### src/hw/rtl/dhp_pkg.sv
`default_nettype none
// ----------------------------------------------------------------------------
// dhp_pkg
// shared types, constants and the checksum step of the directory header parser
// ----------------------------------------------------------------------------
package dhp_pkg;

   // defaults for the top-level parameters
   localparam int SECTOR_BYTES_DEF = 32;
   localparam int NAME_MAX_DEF     = 10;
   localparam int QUEUE_DEPTH_DEF  = 4;

   // header layout
   localparam int MAGIC_LEN   = 4;
   localparam int ALLOC_END   = 7;
   localparam int FIXED_BYTES = 10;
   localparam int HDR_BASE    = 13;
   localparam int POS_W       = $clog2(FIXED_BYTES);

   localparam logic [7:0] HDR_MAGIC [MAGIC_LEN] = '{8'h53, 8'h44, 8'h66, 8'h73};

   // field widths
   localparam int LEN_W      = 24;
   localparam int NCNT_W     = 4;
   localparam int OFS_W      = 5;
   localparam int SECT_W     = 20;
   // name count carried between front and back, wide enough for the largest name limit
   localparam int JOB_CNT_W  = 7;

   // checksum
   localparam logic [15:0] CK_INIT  = 16'd3456;
   // ceil(2^19 / 7), exact v/7 for every 16-bit v
   localparam logic [16:0] CK_RECIP = 17'd74899;
   localparam int          CK_SHIFT = 19;

   // result kinds
   localparam logic KIND_CHAR   = 1'b0;
   localparam logic KIND_HEADER = 1'b1;

   // header status codes
   localparam logic [1:0] ST_OK          = 2'd0;
   localparam logic [1:0] ST_BAD_MAGIC   = 2'd1;
   localparam logic [1:0] ST_NAME_UNTERM = 2'd2;
   localparam logic [1:0] ST_CK_MISMATCH = 2'd3;

   // classified work handed from front to back
   typedef struct packed {
      logic                 kind;
      logic [7:0]           name_char;
      logic [1:0]           status;
      logic [LEN_W-1:0]     alloc;
      logic [LEN_W-1:0]     len;
      logic [JOB_CNT_W-1:0] cnt;
      logic                 full;
   } job_type;

   // one result beat
   typedef struct packed {
      logic              kind;
      logic [7:0]        name_char;
      logic [1:0]        status;
      logic [LEN_W-1:0]  alloc_sectors;
      logic [LEN_W-1:0]  file_bytes;
      logic [NCNT_W-1:0] name_count;
      logic [OFS_W-1:0]  data_offset;
      logic [SECT_W-1:0] sectors_in_use;
   } rsp_type;

   // v = v/7 + v*12 + b, mod 2^16
   function automatic logic [15:0] dhp_sum_update(input logic [15:0] v, input logic [7:0] b);
      logic [32:0] prod;
      logic [13:0] quot;
      prod = {17'b0, v} * {16'b0, CK_RECIP};
      quot = prod[CK_SHIFT +: 14];
      return {2'b0, quot} + {v[12:0], 3'b0} + {v[13:0], 2'b0} + {8'b0, b};
   endfunction

endpackage
`default_nettype wire

### src/hw/rtl/dhp_front.sv
`default_nettype none
// ----------------------------------------------------------------------------
// dhp_front
// byte parser: tracks the header layout, checksum and name, emits work items
// ----------------------------------------------------------------------------
module dhp_front #(
   parameter int NAME_MAX = dhp_pkg::NAME_MAX_DEF
) (
   input  wire logic             clock,
   input  wire logic             reset,
   input  wire logic             in_valid,
   output logic                  in_ready,
   input  wire logic [7:0]       in_byte,
   input  wire logic             in_start,
   input  wire logic             job_room,
   output logic                  job_valid,
   output dhp_pkg::job_type      job
);
   import dhp_pkg::*;

   localparam int NW = $clog2(NAME_MAX + 1);

   typedef enum logic [4:0] {
      PH_IDLE  = 5'b00001,
      PH_FIXED = 5'b00010,
      PH_NAME  = 5'b00100,
      PH_CKHI  = 5'b01000,
      PH_CKLO  = 5'b10000
   } phase_type;

   phase_type          phase_ff, phase_in, phase_e;
   logic [POS_W-1:0]   pos_ff, pos_in, pos_e;
   logic [LEN_W-1:0]   alloc_ff, alloc_in, alloc_e;
   logic [LEN_W-1:0]   len_ff, len_in, len_e;
   logic [15:0]        sum_ff, sum_in, sum_e, sum_next;
   logic [NW-1:0]      cnt_ff, cnt_in, cnt_e;
   logic [7:0]         hi_ff, hi_in, hi_e;
   logic               beat;

   assign in_ready = job_room;
   assign beat     = in_valid & job_room;

   // a start flag restarts the parse with this byte as byte 0
   always_comb begin
      if (in_start) begin
         phase_e = PH_FIXED;
         pos_e   = '0;
         alloc_e = '0;
         len_e   = '0;
         sum_e   = CK_INIT;
         cnt_e   = '0;
         hi_e    = '0;
      end else begin
         phase_e = phase_ff;
         pos_e   = pos_ff;
         alloc_e = alloc_ff;
         len_e   = len_ff;
         sum_e   = sum_ff;
         cnt_e   = cnt_ff;
         hi_e    = hi_ff;
      end
   end

   assign sum_next = dhp_sum_update(sum_e, in_byte);

   always_comb begin
      phase_in  = phase_ff;
      pos_in    = pos_ff;
      alloc_in  = alloc_ff;
      len_in    = len_ff;
      sum_in    = sum_ff;
      cnt_in    = cnt_ff;
      hi_in     = hi_ff;
      job_valid = 1'b0;
      job       = '0;
      if (beat) begin
         phase_in = phase_e;
         pos_in   = pos_e;
         alloc_in = alloc_e;
         len_in   = len_e;
         sum_in   = sum_e;
         cnt_in   = cnt_e;
         hi_in    = hi_e;
         unique case (phase_e)
            PH_IDLE: begin
            end
            PH_FIXED: begin
               if ((pos_e < POS_W'(MAGIC_LEN)) &&
                   (in_byte != HDR_MAGIC[pos_e[1:0]])) begin
                  job_valid  = 1'b1;
                  job.kind   = KIND_HEADER;
                  job.status = ST_BAD_MAGIC;
                  phase_in   = PH_IDLE;
               end else begin
                  if (pos_e >= POS_W'(ALLOC_END)) begin
                     len_in = {len_e[LEN_W-9:0], in_byte};
                  end else if (pos_e >= POS_W'(MAGIC_LEN)) begin
                     alloc_in = {alloc_e[LEN_W-9:0], in_byte};
                  end
                  sum_in = sum_next;
                  pos_in = pos_e + POS_W'(1);
                  if (pos_e == POS_W'(FIXED_BYTES - 1)) begin
                     phase_in = PH_NAME;
                     cnt_in   = '0;
                  end
               end
            end
            PH_NAME: begin
               if (in_byte == 8'd0) begin
                  phase_in = PH_CKHI;
               end else if (cnt_e >= NW'(NAME_MAX)) begin
                  job_valid  = 1'b1;
                  job.kind   = KIND_HEADER;
                  job.status = ST_NAME_UNTERM;
                  job.alloc  = alloc_e;
                  job.len    = len_e;
                  phase_in   = PH_IDLE;
               end else begin
                  sum_in        = sum_next;
                  cnt_in        = cnt_e + NW'(1);
                  job_valid     = 1'b1;
                  job.kind      = KIND_CHAR;
                  job.name_char = in_byte;
               end
            end
            PH_CKHI: begin
               hi_in = in_byte;
               if (in_byte != sum_e[15:8]) begin
                  job_valid  = 1'b1;
                  job.kind   = KIND_HEADER;
                  job.status = ST_CK_MISMATCH;
                  job.alloc  = alloc_e;
                  job.len    = len_e;
                  job.cnt    = JOB_CNT_W'(cnt_e);
                  job.full   = 1'b1;
                  phase_in   = PH_IDLE;
               end else begin
                  phase_in = PH_CKLO;
               end
            end
            PH_CKLO: begin
               job_valid  = 1'b1;
               job.kind   = KIND_HEADER;
               job.status = ({hi_e, in_byte} == sum_e) ? ST_OK : ST_CK_MISMATCH;
               job.alloc  = alloc_e;
               job.len    = len_e;
               job.cnt    = JOB_CNT_W'(cnt_e);
               job.full   = 1'b1;
               phase_in   = PH_IDLE;
            end
            default: begin
               phase_in = PH_IDLE;
            end
         endcase
      end
   end

   always_ff @(posedge clock) begin
      if (reset) begin
         phase_ff <= PH_IDLE;
         pos_ff   <= '0;
         alloc_ff <= '0;
         len_ff   <= '0;
         sum_ff   <= CK_INIT;
         cnt_ff   <= '0;
         hi_ff    <= '0;
      end else begin
         phase_ff <= phase_in;
         pos_ff   <= pos_in;
         alloc_ff <= alloc_in;
         len_ff   <= len_in;
         sum_ff   <= sum_in;
         cnt_ff   <= cnt_in;
         hi_ff    <= hi_in;
      end
   end

endmodule
`default_nettype wire

### src/hw/rtl/dhp_queue.sv
`default_nettype none
// ----------------------------------------------------------------------------
// dhp_queue
// short first-in first-out queue of work items between front and back
// ----------------------------------------------------------------------------
module dhp_queue #(
   parameter int DEPTH = dhp_pkg::QUEUE_DEPTH_DEF
) (
   input  wire logic             clock,
   input  wire logic             reset,
   input  wire logic             push_valid,
   input  wire dhp_pkg::job_type push_data,
   output logic                  push_room,
   output logic                  pop_valid,
   input  wire logic             pop_ready,
   output dhp_pkg::job_type      pop_data
);
   import dhp_pkg::*;

   localparam int PTR_W = $clog2(DEPTH);
   localparam int CNT_W = $clog2(DEPTH + 1);

   job_type           slot_ff [DEPTH];
   logic [PTR_W-1:0]  wr_ptr_ff, wr_ptr_in, rd_ptr_ff, rd_ptr_in;
   logic [CNT_W-1:0]  count_ff, count_in;
   logic              push, pop;

   assign push_room = (count_ff != CNT_W'(DEPTH));
   assign pop_valid = (count_ff != '0);
   assign pop_data  = slot_ff[rd_ptr_ff];
   assign push      = push_valid & push_room;
   assign pop       = pop_valid & pop_ready;

   always_comb begin
      wr_ptr_in = wr_ptr_ff;
      rd_ptr_in = rd_ptr_ff;
      count_in  = count_ff;
      if (push) begin
         wr_ptr_in = (wr_ptr_ff == PTR_W'(DEPTH - 1)) ? '0 : wr_ptr_ff + PTR_W'(1);
      end
      if (pop) begin
         rd_ptr_in = (rd_ptr_ff == PTR_W'(DEPTH - 1)) ? '0 : rd_ptr_ff + PTR_W'(1);
      end
      if (push && !pop) begin
         count_in = count_ff + CNT_W'(1);
      end else if (pop && !push) begin
         count_in = count_ff - CNT_W'(1);
      end
   end

   always_ff @(posedge clock) begin
      if (push) begin
         slot_ff[wr_ptr_ff] <= push_data;
      end
   end

   always_ff @(posedge clock) begin
      if (reset) begin
         wr_ptr_ff <= '0;
         rd_ptr_ff <= '0;
         count_ff  <= '0;
      end else begin
         wr_ptr_ff <= wr_ptr_in;
         rd_ptr_ff <= rd_ptr_in;
         count_ff  <= count_in;
      end
   end

endmodule
`default_nettype wire

### src/hw/rtl/dhp_back.sv
`default_nettype none
// ----------------------------------------------------------------------------
// dhp_back
// result pipeline: sector count by reciprocal multiply, result formatting
// ----------------------------------------------------------------------------
module dhp_back #(
   parameter int SECTOR_BYTES = dhp_pkg::SECTOR_BYTES_DEF
) (
   input  wire logic             clock,
   input  wire logic             reset,
   input  wire logic             job_valid,
   output logic                  job_ready,
   input  wire dhp_pkg::job_type job,
   output logic                  out_valid,
   input  wire logic             out_ready,
   output dhp_pkg::rsp_type      out_rsp
);
   import dhp_pkg::*;

   // header plus data plus rounding term always fits in SUM_W bits
   localparam int SUM_W  = $clog2((1 << LEN_W) + HDR_BASE + (1 << JOB_CNT_W) + SECTOR_BYTES);
   localparam int DIV_SH = SUM_W + $clog2(SECTOR_BYTES);
   localparam int RECIP_W = SUM_W + 1;
   localparam int PROD_W  = SUM_W + RECIP_W;
   // ceil(2^DIV_SH / SECTOR_BYTES): exact floor division for every SUM_W-bit value
   localparam longint unsigned RECIP =
      ((64'd1 << DIV_SH) + SECTOR_BYTES - 1) / SECTOR_BYTES;
   localparam logic [RECIP_W-1:0] RECIP_V = RECIP_W'(RECIP);
   localparam logic [SUM_W-1:0]   ROUND_ADD = SUM_W'(HDR_BASE + SECTOR_BYTES - 1);

   logic                s1_v_ff, s2_v_ff, s3_v_ff;
   job_type             s1_job_ff, s2_job_ff;
   logic [SUM_W-1:0]    s1_y_ff, s1_y_in;
   logic [PROD_W-1:0]   s2_prod_ff, s2_prod_in;
   rsp_type             s3_rsp_ff, s3_rsp_in;
   logic                rdy1, rdy2, rdy3;
   logic                in_use;

   assign rdy3      = !s3_v_ff || out_ready;
   assign rdy2      = !s2_v_ff || rdy3;
   assign rdy1      = !s1_v_ff || rdy2;
   assign job_ready = rdy1;

   assign s1_y_in    = SUM_W'(job.cnt) + SUM_W'(job.len) + ROUND_ADD;
   assign s2_prod_in = {{RECIP_W{1'b0}}, s1_y_ff} * {{SUM_W{1'b0}}, RECIP_V};

   // empty name and empty length count as no sectors in use
   assign in_use = s2_job_ff.full &&
                   !((s2_job_ff.cnt == '0) && (s2_job_ff.len == '0));

   always_comb begin
      s3_rsp_in                = '0;
      s3_rsp_in.kind           = s2_job_ff.kind;
      s3_rsp_in.name_char      = s2_job_ff.name_char;
      s3_rsp_in.status         = s2_job_ff.status;
      s3_rsp_in.alloc_sectors  = s2_job_ff.alloc;
      s3_rsp_in.file_bytes     = s2_job_ff.len;
      if (s2_job_ff.full) begin
         s3_rsp_in.name_count  = NCNT_W'(s2_job_ff.cnt);
         s3_rsp_in.data_offset = OFS_W'(s2_job_ff.cnt) + OFS_W'(HDR_BASE);
      end
      if (in_use) begin
         s3_rsp_in.sectors_in_use = SECT_W'(s2_prod_ff >> DIV_SH);
      end
   end

   always_ff @(posedge clock) begin
      if (rdy1 && job_valid) begin
         s1_job_ff <= job;
         s1_y_ff   <= s1_y_in;
      end
      if (rdy2 && s1_v_ff) begin
         s2_job_ff  <= s1_job_ff;
         s2_prod_ff <= s2_prod_in;
      end
      if (rdy3 && s2_v_ff) begin
         s3_rsp_ff <= s3_rsp_in;
      end
   end

   always_ff @(posedge clock) begin
      if (reset) begin
         s1_v_ff <= 1'b0;
         s2_v_ff <= 1'b0;
         s3_v_ff <= 1'b0;
      end else begin
         if (rdy1) begin
            s1_v_ff <= job_valid;
         end
         if (rdy2) begin
            s2_v_ff <= s1_v_ff;
         end
         if (rdy3) begin
            s3_v_ff <= s2_v_ff;
         end
      end
   end

   assign out_valid = s3_v_ff;
   assign out_rsp   = s3_rsp_ff;

endmodule
`default_nettype wire

### src/hw/rtl/directory_header_parser.sv
`default_nettype none
// ----------------------------------------------------------------------------
// directory_header_parser
// streaming parser for the directory header at the start of a storage sector
// ----------------------------------------------------------------------------
// Takes one sector byte per beat, with req_tuser set on byte 0 of a sector,
// which restarts any parse under way. Checks the four magic bytes, decodes the
// 24-bit allocation count and byte length, passes each name character out as
// a beat (rsp_tuser low) and closes with one header beat (rsp_tuser high)
// carrying status and, as far as the parse got, decoded fields, data offset
// and sectors in use. Bytes after the header and bytes without a preceding
// start flag give no beat. A byte is accepted on every cycle while the
// four-entry work queue has room, so the block sustains one byte per cycle;
// a byte's work item is registered in the queue and then passes the
// three-stage result pipeline around the sector-count multiplier, whose last
// stage is the output register. There is no clearing pass after reset.
module directory_header_parser #(
   parameter int SECTOR_BYTES = dhp_pkg::SECTOR_BYTES_DEF,
   parameter int NAME_MAX     = dhp_pkg::NAME_MAX_DEF,
   parameter int QUEUE_DEPTH  = dhp_pkg::QUEUE_DEPTH_DEF
) (
   input  wire logic        clock,
   input  wire logic        reset,
   // byte input
   input  wire logic        req_tvalid,
   output logic             req_tready,
   input  wire logic [7:0]  req_tdata,   // in_byte [7:0]
   input  wire logic        req_tuser,   // sector_start
   // result output
   output logic             rsp_tvalid,
   input  wire logic        rsp_tready,
   output logic [87:0]      rsp_tdata,   // name_char [7:0], header_status [9:8],
                                         // alloc_sectors [33:10], file_bytes [57:34],
                                         // name_count [61:58], data_offset [66:62],
                                         // sectors_in_use [86:67], zero [87]
   output logic             rsp_tuser    // item_kind
);
   import dhp_pkg::*;

   // front to queue
   logic    fr_job_valid;
   job_type fr_job;
   logic    q_room;

   // queue to back
   logic    q_valid;
   logic    q_ready;
   job_type q_job;

   // back to output
   rsp_type bk_rsp;

   // parser front: classifies each byte, builds work items
   dhp_front #(
      .NAME_MAX (NAME_MAX)
   ) u_front (
      .clock     (clock),
      .reset     (reset),
      .in_valid  (req_tvalid),
      .in_ready  (req_tready),
      .in_byte   (req_tdata),
      .in_start  (req_tuser),
      .job_room  (q_room),
      .job_valid (fr_job_valid),
      .job       (fr_job)
   );

   // decouples byte intake from output back-pressure
   dhp_queue #(
      .DEPTH (QUEUE_DEPTH)
   ) u_queue (
      .clock      (clock),
      .reset      (reset),
      .push_valid (fr_job_valid),
      .push_data  (fr_job),
      .push_room  (q_room),
      .pop_valid  (q_valid),
      .pop_ready  (q_ready),
      .pop_data   (q_job)
   );

   // result pipeline: sector count and output register
   dhp_back #(
      .SECTOR_BYTES (SECTOR_BYTES)
   ) u_back (
      .clock     (clock),
      .reset     (reset),
      .job_valid (q_valid),
      .job_ready (q_ready),
      .job       (q_job),
      .out_valid (rsp_tvalid),
      .out_ready (rsp_tready),
      .out_rsp   (bk_rsp)
   );

   // pack the result beat, first field in the lowest bits
   assign rsp_tuser = bk_rsp.kind;
   assign rsp_tdata = {1'b0,
                       bk_rsp.sectors_in_use,
                       bk_rsp.data_offset,
                       bk_rsp.name_count,
                       bk_rsp.file_bytes,
                       bk_rsp.alloc_sectors,
                       bk_rsp.status,
                       bk_rsp.name_char};

   // a name character beat carries nothing but the character
   a_char_beat_clean: assert property (@(posedge clock) disable iff (reset)
      (rsp_tvalid && (rsp_tuser == KIND_CHAR)) |-> (rsp_tdata[87:8] == '0))
      else $error("name character beat carries header fields");

   // bad magic gives a header with no decoded fields
   a_bad_magic_empty: assert property (@(posedge clock) disable iff (reset)
      (rsp_tvalid && (rsp_tuser == KIND_HEADER) && (bk_rsp.status == ST_BAD_MAGIC))
      |-> (rsp_tdata[87:10] == '0))
      else $error("bad magic header carries decoded fields");

   // an unterminated name gives no count, offset or sector figure
   a_unterm_empty: assert property (@(posedge clock) disable iff (reset)
      (rsp_tvalid && (rsp_tuser == KIND_HEADER) && (bk_rsp.status == ST_NAME_UNTERM))
      |-> ((bk_rsp.name_count == '0) && (bk_rsp.data_offset == '0) &&
           (bk_rsp.sectors_in_use == '0)))
      else $error("unterminated name header carries name figures");

   // a work item is only produced on an accepted byte
   a_job_on_beat: assert property (@(posedge clock) disable iff (reset)
      fr_job_valid |-> (req_tvalid && req_tready))
      else $error("work item without an accepted byte");

endmodule
`default_nettype wire

### config.mk
export PLATFORM = sky130hd
export DESIGN_NAME = directory_header_parser
export DESIGN_NICKNAME = d
export VERILOG_FILES = /design/src/hw/rtl/dhp_pkg.sv /design/src/hw/rtl/dhp_front.sv /design/src/hw/rtl/dhp_queue.sv /design/src/hw/rtl/dhp_back.sv /design/src/hw/rtl/directory_header_parser.sv
export SDC_FILE = /design/constraint.sdc
export NUM_CORES = 1
export LEC_CHECK = 0
export BUFFER_PORTS_ARGS = -buffer_cell sky130_fd_sc_hd__buf_2
export CAP_MARGIN = 10
export CORE_MARGIN = 2
export CORE_UTILIZATION = 30
export DETAILED_ROUTE_END_ITERATION = 6
export GPL_ROUTABILITY_DRIVEN = 0
export PLACE_DENSITY_LB_ADDON = 0.15
export SYNTH_ARGS = -nofsm -noshare
export SYNTH_HDL_FRONTEND = slang
export SYNTH_SLANG_ARGS = --single-unit
### constraint.sdc
create_clock -name clock -period 10.3 [get_ports clock]
set_clock_uncertainty 0.1 [all_clocks]
set_input_delay 0.515 -clock clock [delete_from_list [all_inputs] [get_ports clock]]
set_output_delay 0.515 -clock clock [all_outputs]
set_load 0.1 [all_outputs]
==> impl_metrics.prom, run 1 <==
# TYPE chip_impl_metric gauge
chip_impl_info{name="status",value="finished clean"} 1
chip_impl_metric{name="syn_to_final_growth",unit="%"} 14.4
chip_impl_metric{name="layout.filler_cells",unit=""} 8915
chip_impl_metric{name="grt_antenna_before_repair",unit=""} 5
chip_impl_metric{name="overall_routed_net_length",unit="microns"} 62000
chip_impl_metric{name="viasPerCell",unit=""} 4.74
chip_impl_metric{name="timing.reg2reg.worst_path_depth",unit=""} 32
chip_impl_metric{name="final_cell_area",unit="sq um"} 32000
chip_impl_info{name="clk_root_buffer_cell",value="sky130_fd_sc_hd__clkbuf_16"} 1
chip_impl_info{name="nature_of_the_critical_path_endpoint",value="flip-flop"} 1
chip_impl_metric{name="setup_viol",unit=""} 0
chip_impl_metric{name="ioPinCount",unit=""} 104
chip_impl_metric{name="power.share.sequential",unit=""} 0.484
chip_impl_metric{name="n_antenna_cell",unit=""} 0
chip_impl_metric{name="cts.path.max_buffers",unit=""} 3
chip_impl_metric{name="asyncSetResetFlopFracSynth",unit=""} 0
chip_impl_metric{name="synth_enable_flop_cells",unit=""} 512
chip_impl_metric{name="portBuffers",unit=""} 102
chip_impl_metric{name="detailroute.via_count",unit=""} 15900
chip_impl_metric{name="drt_iter0_drc",unit=""} 1056
chip_impl_metric{name="clock_latency_at_the_later_pin_of_the_worst_skew_pair",unit="ns"} 0.62
chip_impl_info{name="setup_repair_after_global_routing_missed_its_margin",value="false"} 1
chip_impl_metric{name="synth_warnings",unit=""} 0
chip_impl_metric{name="grt_remaining_overflow",unit=""} 0
chip_impl_metric{name="post_synth_num_cell_types",unit=""} 89
chip_impl_metric{name="finalHoldWorstSlack",unit="ns"} 0.151
chip_impl_metric{name="grt_util_all_layers",unit=""} 0.131
chip_impl_metric{name="post_route_cells_drive_above_1_share",unit=""} 0.152
chip_impl_metric{name="max_freq",unit="GHz"} 0.107
chip_impl_metric{name="postSynthNetCount",unit=""} 2186
chip_impl_metric{name="die_height",unit="microns"} 309
chip_impl_metric{name="post_cts_resized",unit=""} 0
chip_impl_info{name="worst_setup_path_start_kind",value="flip-flop"} 1
chip_impl_metric{name="power.switching",unit="mW"} 2.09
chip_impl_metric{name="worst_slew_margin_rel",unit=""} 0.376
chip_impl_metric{name="core",unit="sq um"} 92100
chip_impl_metric{name="cts-htree-levels",unit=""} 2
chip_impl_metric{name="power.switching_fraction",unit=""} 0.295
chip_impl_metric{name="hold_violations",unit=""} 0
chip_impl_metric{name="drc",unit=""} 0
chip_impl_metric{name="holdBufCountCts",unit=""} 0
chip_impl_metric{name="cp_data_arrival_time",unit="ns"} 9.71
chip_impl_metric{name="netlist_area",unit="sq um"} 28000
chip_impl_metric{name="seq_area_frac_synth",unit=""} 0.619
chip_impl_metric{name="finalSetupTns",unit="ns"} 0
chip_impl_metric{name="finalWorstPathRequiredPeriod",unit="ns"} 9.31
chip_impl_metric{name="synth_cells",unit=""} 1949
chip_impl_metric{name="cap_viol_max_count",unit=""} 0
chip_impl_info{name="critical_path.most_common_cell",value="sky130_fd_sc_hd__inv_1"} 1
chip_impl_metric{name="share_clk_of_total_power",unit=""} 0.325
chip_impl_metric{name="worstMarginPinSlew",unit="ns"} 0.936
chip_impl_info{name="synth_ff_type",value="sky130_fd_sc_hd__edfxtp_1"} 1
chip_impl_metric{name="fp.dieW",unit="microns"} 309
chip_impl_metric{name="first_pass_grt_wire_length",unit="microns"} 97100
chip_impl_metric{name="nNetsFinal",unit=""} 2296
chip_impl_metric{name="leakage",unit="nW"} 11.8
chip_impl_metric{name="wl_per_cell",unit="microns"} 18.5
chip_impl_info{name="cp_slowest_cell",value="sky130_fd_sc_hd__a311oi_1"} 1
chip_impl_metric{name="combinational_share_of_power",unit=""} 0.191
chip_impl_metric{name="initial_utilization",unit=""} 0.304
chip_impl_metric{name="1st_pass_router_iterations",unit=""} 5
chip_impl_metric{name="syn_avg_cell_area",unit="sq um"} 14.3
chip_impl_metric{name="grt_start_max_net_pins",unit=""} 80
chip_impl_info{name="hold_path.class",value="input port to flip-flop"} 1
chip_impl_metric{name="crit_required",unit="ns"} 10.70
chip_impl_metric{name="die-area",unit="sq um"} 95700
chip_impl_metric{name="power-per-cell-area",unit="nW/um^2"} 221
chip_impl_metric{name="via_count_of_the_first_global_routing_pass",unit=""} 16500
chip_impl_metric{name="worst_hold_path.num_cells",unit=""} 2
chip_impl_metric{name="multi_input_logic_area",unit="sq um"} 9700
chip_impl_metric{name="dp.final_hpwl",unit="microns"} 42000
chip_impl_metric{name="placement.cell_area",unit="sq um"} 29900
chip_impl_metric{name="irDropWorstVdd",unit="mV"} 0.125
chip_impl_metric{name="path_max_fanout",unit=""} 9
chip_impl_metric{name="numClockSinks",unit=""} 609
chip_impl_metric{name="antenna_left",unit=""} 0
chip_impl_info{name="cts_tree",value="yes"} 1
chip_impl_metric{name="layout.area.seq",unit="sq um"} 17300
chip_impl_metric{name="cts.repair_timing.setup_buffer_count",unit=""} 0
chip_impl_info{name="criticalPathCategory",value="flip-flop to flip-flop"} 1
chip_impl_metric{name="placement_rows",unit=""} 111
chip_impl_metric{name="drv_slew",unit=""} 0
chip_impl_metric{name="fin_crit_sh",unit=""} 0.904
chip_impl_metric{name="cell_internal_pwr",unit="mW"} 4.99
chip_impl_metric{name="yosys_register_bits",unit=""} 609
chip_impl_metric{name="numCtsBuffers",unit=""} 61
chip_impl_metric{name="worst_path_largest_cell_delay",unit="ns"} 0.66
chip_impl_metric{name="cts.clk_slew.worst_paths",unit="ns"} 0.07
cells in the mapped netlist, types with 53 or more instances:
cell / number / area share
sky130_fd_sc_hd__a22oi_1: 56 / 0.015
sky130_fd_sc_hd__a21oi_1: 61 / 0.011
sky130_fd_sc_hd__inv_1: 156 / 0.021
sky130_fd_sc_hd__and2_1: 54 / 0.012
sky130_fd_sc_hd__nand3_1: 64 / 0.011
sky130_fd_sc_hd__edfxtp_1: 512 / 0.55
sky130_fd_sc_hd__mux4_2: 59 / 0.048
sky130_fd_sc_hd__ha_1: 160 / 0.072
sky130_fd_sc_hd__fa_1: 64 / 0.046
sky130_fd_sc_hd__nor2_1: 162 / 0.022
sky130_fd_sc_hd__dfxtp_1: 97 / 0.069
sky130_fd_sc_hd__nand2_1: 53 / 0.0071
per-stage QoR:
stage / power, mW / utilization / instances / setup slack (ns)
after floorplan: 4.54 / - / 1949 / 1.24
after global placement: 4.86 / 0.324 / 3238 / 1.07
after detailed placement: 4.88 / 0.324 / 3238 / 0.989
after CTS: 7.21 / 0.347 / 3352 / 1.15
after global routing: 7.40 / 0.347 / 3353 / 0.633
final: 7.08 / 0.347 / 3353 / 0.988
critical path, delay by kind of cell, from the launching register on:
family | cells | cell delay, ns
adders and majority gates | 11 | 4.42
AOI/OAI and AO/OA | 10 | 3.00
and+or+nand+nor | 3 | 0.53
DFF | 1 | 0.58
buffers and inverters | 8 | 0.58
power by group through the flow:
| stage | Sequential (mW) | Clock (mW) | Combinational [mW] |
|---|---|---|---|
| floorplan | 3.84 | 0 | 0.704 |
| global placement | 3.49 | 0 | 1.38 |
| detailed placement | 3.50 | 0 | 1.39 |
| CTS | 3.45 | 2.38 | 1.39 |
| global route | 3.48 | 2.46 | 1.46 |
| finish | 3.43 | 2.30 | 1.35 |
layout by cell type (no fill, tap or decap), types with 32 or more instances in the layout:
| master | n |
|---|---|
| sky130_fd_sc_hd__fa_1 | 64 |
| sky130_fd_sc_hd__ha_1 | 160 |
| sky130_fd_sc_hd__dfxtp_1 | 95 |
| sky130_fd_sc_hd__mux4_2 | 59 |
| sky130_fd_sc_hd__o21ai_0 | 50 |
| sky130_fd_sc_hd__inv_1 | 156 |
| sky130_fd_sc_hd__nand2_1 | 53 |
| sky130_fd_sc_hd__buf_2 | 101 |
| sky130_fd_sc_hd__and2_1 | 50 |
| sky130_fd_sc_hd__nor2_1 | 161 |
| sky130_fd_sc_hd__xnor2_1 | 32 |
| sky130_fd_sc_hd__a21oi_1 | 60 |
| sky130_fd_sc_hd__nand3_1 | 64 |
| sky130_fd_sc_hd__a22oi_1 | 56 |
| sky130_fd_sc_hd__edfxtp_1 | 512 |
| sky130_fd_sc_hd__clkbuf_16 | 64 |
final cells by class:
class,instances,share of cell area
sequential,609,0.541
multi-input combinational,1101,0.303
clock buffer,76,0.0524
tap,1243,0.0486
timing repair buffer,129,0.0226
inverter,157,0.0184
clock inverter,38,0.0131
worst paths after layout:
kind / start / slack, ns / to
worst max-delay path: u_front.sum_ff[14] / 0.99 / u_front.sum_ff[10]
worst min-delay path: reset / 0.15 / u_front.sum_ff[9]
worst min register to register: u_back.s1_job_ff[8] / 0.31 / u_back.s2_job_ff[8]
worst max register to register: u_front.sum_ff[14] / 0.99 / u_front.sum_ff[10]
routing by layer:
layer / track usage / vias up / part of all wire
met2: 0.231 / 324 / 0.50
li1: - / 7465 / -
met3: 0.0201 / 99 / 0.041
met5: 0 / - / 0.00036
met1: 0.167 / 7996 / 0.43
met4: 0.0357 / 4 / 0.022
logic make-up (layout without fill, tap and decap cells):
kind of cell | count (synthesis) | in the layout | share of synthesized area
AND/OR/NAND/NOR | 461 | 461 | 0.0840
XOR/XNOR | 56 | 56 | 0.0175
other | 1 | 1 | 0.000134
multiplexers | 69 | 69 | 0.0541
AO/OA/AOI/OAI | 290 | 290 | 0.0722
flip-flops | 609 | 609 | 0.619
adder cells (fa/ha/maj) | 224 | 224 | 0.117
buffers and inverters | 239 | 400 | 0.0354
sequential cells by signal, indices dropped and copies added, names as in the netlist, 3 cells and up, named ones only:
name and cells:
u_back.s2_prod_ff 20, u_front.sum_ff 16, u_front.alloc_ff 24, u_back.s1_y_ff 20, u_front.cnt_ff 4, u_queue.slot_ff 256
u_queue.count_ff 3, u_front.hi_ff 8, u_back.s2_job_ff 64, u_front.phase_ff 5, u_back.out_rsp 88, u_back.s1_job_ff 64
u_front.len_ff 24, u_front.pos_ff 4
No activity file was read; power rests on OpenSTA's default activity.
==> inputs of run 2 (changes only) <==
- ABC_AREA: unset -> 1
==> impl_metrics.prom, run 2 <==
# TYPE chip_impl_metric gauge
chip_impl_metric{name="numClockSinks",unit=""} 609
chip_impl_metric{name="finalPower",unit="mW"} 10.4
chip_impl_metric{name="cts.repair_timing.setup_buffer_count",unit=""} 0
chip_impl_metric{name="finalWorstPathRequiredPeriod",unit="ns"} 7.91
chip_impl_metric{name="met1_length",unit="microns"} 34300
chip_impl_metric{name="netlist_area",unit="sq um"} 29900
chip_impl_metric{name="fp.dieW",unit="microns"} 320
chip_impl_info{name="dr.max_layer_used",value="met4"} 1
chip_impl_metric{name="post_synth_num_cell_types",unit=""} 48
chip_impl_info{name="synth_ff_type",value="sky130_fd_sc_hd__edfxtp_1"} 1
chip_impl_info{name="clk_root_buffer_cell",value="sky130_fd_sc_hd__clkbuf_16"} 1
chip_impl_info{name="synth_top_cells_by_count",value="574 x sky130_fd_sc_hd__nand2_1, 512 x sky130_fd_sc_hd__edfxtp_1, 397 x sky130_fd_sc_hd__inv_1, 243 x sky130_fd_sc_hd__nor2_1, 179 x sky130_fd_sc_hd__o21ai_0"} 1
chip_impl_metric{name="post_cts_resized",unit=""} 0
chip_impl_metric{name="finalHoldWorstSlack",unit="ns"} 0.260
chip_impl_metric{name="ioPinCount",unit=""} 104
chip_impl_metric{name="preCtsSetupSlack",unit="ns"} 1.74
chip_impl_metric{name="initial_utilization",unit=""} 0.303
chip_impl_metric{name="fin_crit_sh",unit=""} 0.768
chip_impl_metric{name="die_height",unit="microns"} 320
chip_impl_metric{name="final_cell_area",unit="sq um"} 34100
chip_impl_metric{name="grt_util_all_layers",unit=""} 0.148
chip_impl_metric{name="via_count_of_the_first_global_routing_pass",unit=""} 20400
chip_impl_metric{name="synth_warnings",unit=""} 0
chip_impl_metric{name="power-per-cell-area",unit="nW/um^2"} 304
chip_impl_metric{name="finalSetupTns",unit="ns"} 0
chip_impl_metric{name="met2_length",unit="microns"} 35900
chip_impl_metric{name="wl_per_cell",unit="microns"} 17.4
chip_impl_metric{name="instances_no_fill",unit=""} 4327
chip_impl_metric{name="irDropWorstVdd",unit="mV"} 0.213
chip_impl_metric{name="grt_antenna_before_repair",unit=""} 1
chip_impl_info{name="worstReg2RegEnd",value="u_front.sum_ff[11]"} 1
chip_impl_info{name="worst_setup_path_start_kind",value="input port"} 1
chip_impl_metric{name="overall_routed_net_length",unit="microns"} 75300
chip_impl_metric{name="met3_wirelength",unit="microns"} 3040
chip_impl_info{name="criticalPathCategory",value="input port to flip-flop"} 1
chip_impl_info{name="critical_path.most_common_cell",value="sky130_fd_sc_hd__inv_1"} 1
chip_impl_metric{name="dp.final_hpwl",unit="microns"} 51100
chip_impl_metric{name="die-area",unit="sq um"} 102000
chip_impl_metric{name="portBuffers",unit=""} 102
chip_impl_metric{name="hold_violations",unit=""} 0
chip_impl_metric{name="drv_slew",unit=""} 0
chip_impl_metric{name="cts-htree-levels",unit=""} 3
chip_impl_metric{name="max_freq",unit="GHz"} 0.126
chip_impl_metric{name="largest_reg_flops",unit=""} 256
chip_impl_metric{name="postLayoutSetupSlackWorst",unit="ns"} 2.39
chip_impl_metric{name="cts.path.max_buffers",unit=""} 3
chip_impl_metric{name="post-place-cells",unit=""} 4195
chip_impl_metric{name="cp_data_arrival_time",unit="ns"} 8.31
chip_impl_metric{name="worst_slew_margin_rel",unit=""} 0.236
chip_impl_info{name="cts_tree",value="yes"} 1
chip_impl_metric{name="syn_avg_cell_area",unit="sq um"} 10.3
chip_impl_info{name="nature_of_the_critical_path_endpoint",value="flip-flop"} 1
chip_impl_metric{name="worst_path_largest_cell_delay",unit="ns"} 0.55
chip_impl_metric{name="detailroute.via_count",unit=""} 20300
chip_impl_metric{name="numCtsBuffers",unit=""} 72
chip_impl_metric{name="placement.cell_area",unit="sq um"} 31700
chip_impl_metric{name="synth_cells",unit=""} 2901
chip_impl_metric{name="grt_remaining_overflow",unit=""} 0
chip_impl_metric{name="n_antenna_cell",unit=""} 0
chip_impl_metric{name="1st_pass_router_iterations",unit=""} 5
chip_impl_metric{name="postSynthNetCount",unit=""} 3138
chip_impl_metric{name="layout.filler_cells",unit=""} 9810
chip_impl_metric{name="cts.clk_slew.worst_paths",unit="ns"} 0.06
chip_impl_info{name="synthDominantAreaCellType",value="sky130_fd_sc_hd__edfxtp_1"} 1
chip_impl_metric{name="cap_viol_max_count",unit=""} 0
chip_impl_metric{name="worstMarginPinSlew",unit="ns"} 1.14
chip_impl_metric{name="syn_to_final_growth",unit="%"} 14.0
chip_impl_metric{name="viasPerCell",unit=""} 4.69
chip_impl_info{name="layout.cells.most_common",value="sky130_fd_sc_hd__nand2_1"} 1
chip_impl_info{name="hold_path_startpoint",value="rsp_tready"} 1
chip_impl_metric{name="seq_area_frac_synth",unit=""} 0.579
chip_impl_metric{name="timing.reg2reg.worst_path_depth",unit=""} 32
chip_impl_info{name="status",value="finished clean"} 1
chip_impl_metric{name="yosys_register_bits",unit=""} 609
chip_impl_metric{name="leakage",unit="nW"} 14.0
chip_impl_info{name="hold_path.class",value="input port to flip-flop"} 1
chip_impl_metric{name="asyncSetResetFlopFracSynth",unit=""} 0
chip_impl_metric{name="postLayoutCoreUtil",unit=""} 0.346
chip_impl_info{name="worst_hold_path.endpoint",value="u_back.out_valid"} 1
chip_impl_metric{name="post_route_cells_drive_above_1_share",unit=""} 0.0895
chip_impl_info{name="setup_repair_after_global_routing_missed_its_margin",value="false"} 1
chip_impl_metric{name="core",unit="sq um"} 98600
chip_impl_metric{name="setup_viol",unit=""} 0
chip_impl_info{name="cp_slowest_cell",value="sky130_fd_sc_hd__inv_8"} 1
chip_impl_metric{name="clock_latency_at_the_later_pin_of_the_worst_skew_pair",unit="ns"} 0.61
chip_impl_info{name="synth.top_cells.by_area",value="sky130_fd_sc_hd__edfxtp_1 51%, sky130_fd_sc_hd__nand2_1 7.2%, sky130_fd_sc_hd__ha_1 6.7%, sky130_fd_sc_hd__dfxtp_1 6.5%, sky130_fd_sc_hd__inv_1 5.0%"} 1
chip_impl_metric{name="worst_hold_path.num_cells",unit=""} 4
chip_impl_metric{name="first_pass_grt_wire_length",unit="microns"} 118000
chip_impl_metric{name="placement_rows",unit=""} 115
chip_impl_info{name="max_flop_register",value="u_queue.slot_ff"} 1
chip_impl_info{name="most-common-layout-cells",value="573 x sky130_fd_sc_hd__nand2_1, 512 x sky130_fd_sc_hd__edfxtp_1, 394 x sky130_fd_sc_hd__inv_1"} 1
chip_impl_metric{name="crit_required",unit="ns"} 10.70
chip_impl_metric{name="grt_start_max_net_pins",unit=""} 116
chip_impl_metric{name="antenna_left",unit=""} 0
chip_impl_info{name="critical_register_to_register_path_startpoint",value="u_front.sum_ff[8]"} 1
chip_impl_metric{name="holdBufCountCts",unit=""} 0
chip_impl_metric{name="drc",unit=""} 0
chip_impl_metric{name="drt_iter0_drc",unit=""} 1429
chip_impl_metric{name="synthDominantCellAreaShare",unit=""} 0.514
chip_impl_metric{name="synth_enable_flop_cells",unit=""} 512
chip_impl_metric{name="path_max_fanout",unit=""} 115
chip_impl_metric{name="nNetsFinal",unit=""} 3219
chip_impl_info{name="cell_with_the_most_instances_after_synthesis",value="sky130_fd_sc_hd__nand2_1"} 1
chip_impl_metric{name="setup.reg_to_reg.worst_slack",unit="ns"} 2.45
[run 2: per-layer routing]
layer / track usage / vias up
met5: 0 / -
met4: 0.0463 / 0
met3: 0.0227 / 125
met2: 0.251 / 449
met1: 0.193 / 9768
li1: - / 9965
[run 2: cells by family after synthesis]
group	share of synthesized area
other	0.000125
AO/OA/AOI/OAI	0.0825
AND/OR/NAND/NOR	0.148
buffers and inverters	0.0691
flip-flops	0.579
XOR/XNOR	0.0111
adder cells (fa/ha/maj)	0.110
[run 2: worst max-delay path by stage]
stage	start	end	slack (ns)	depth (start not counted)
floorplan	req_tuser	u_front.sum_ff[11]	3.18	36
global placement	req_tuser	u_front.sum_ff[11]	1.72	33
detailed placement	req_tuser	u_front.sum_ff[11]	1.74	38
CTS	u_front.sum_ff[8]	u_front.sum_ff[11]	2.38	32
global route	u_front.sum_ff[8]	u_front.sum_ff[11]	1.82	32
finish	req_tuser	u_front.sum_ff[15]	2.39	34
[run 2: critical path, delay by kind of cell]
family,cells,cell delay (ns)
adder cells (fa/ha/maj),10,4.46
buffers and inverters,10,1.25
AND/OR/NAND/NOR,9,1.04
AO/OA/AOI/OAI,4,0.82
XOR/XNOR,1,0.18
[run 2: layout make-up]
| cell class | instances | area (sq um) | share of cell area |
|---|---|---|---|
| clock inverters | 46 | 489 | 0.0144 |
| multi-input cells | 1772 | 10600 | 0.310 |
| inverters | 406 | 1540 | 0.0451 |
| flip-flops and latches | 609 | 17300 | 0.509 |
| repair buffers | 121 | 653 | 0.0192 |
| well taps | 1287 | 1610 | 0.0473 |
| clock buffers | 86 | 1900 | 0.0556 |
[run 2: where the power goes]
group | switching (mW) | total (mW) | internal, mW
clock | 1.04 | 2.53 | 1.49
combinational | 3.05 | 4.32 | 1.27
sequential | 0.185 | 3.52 | 3.34
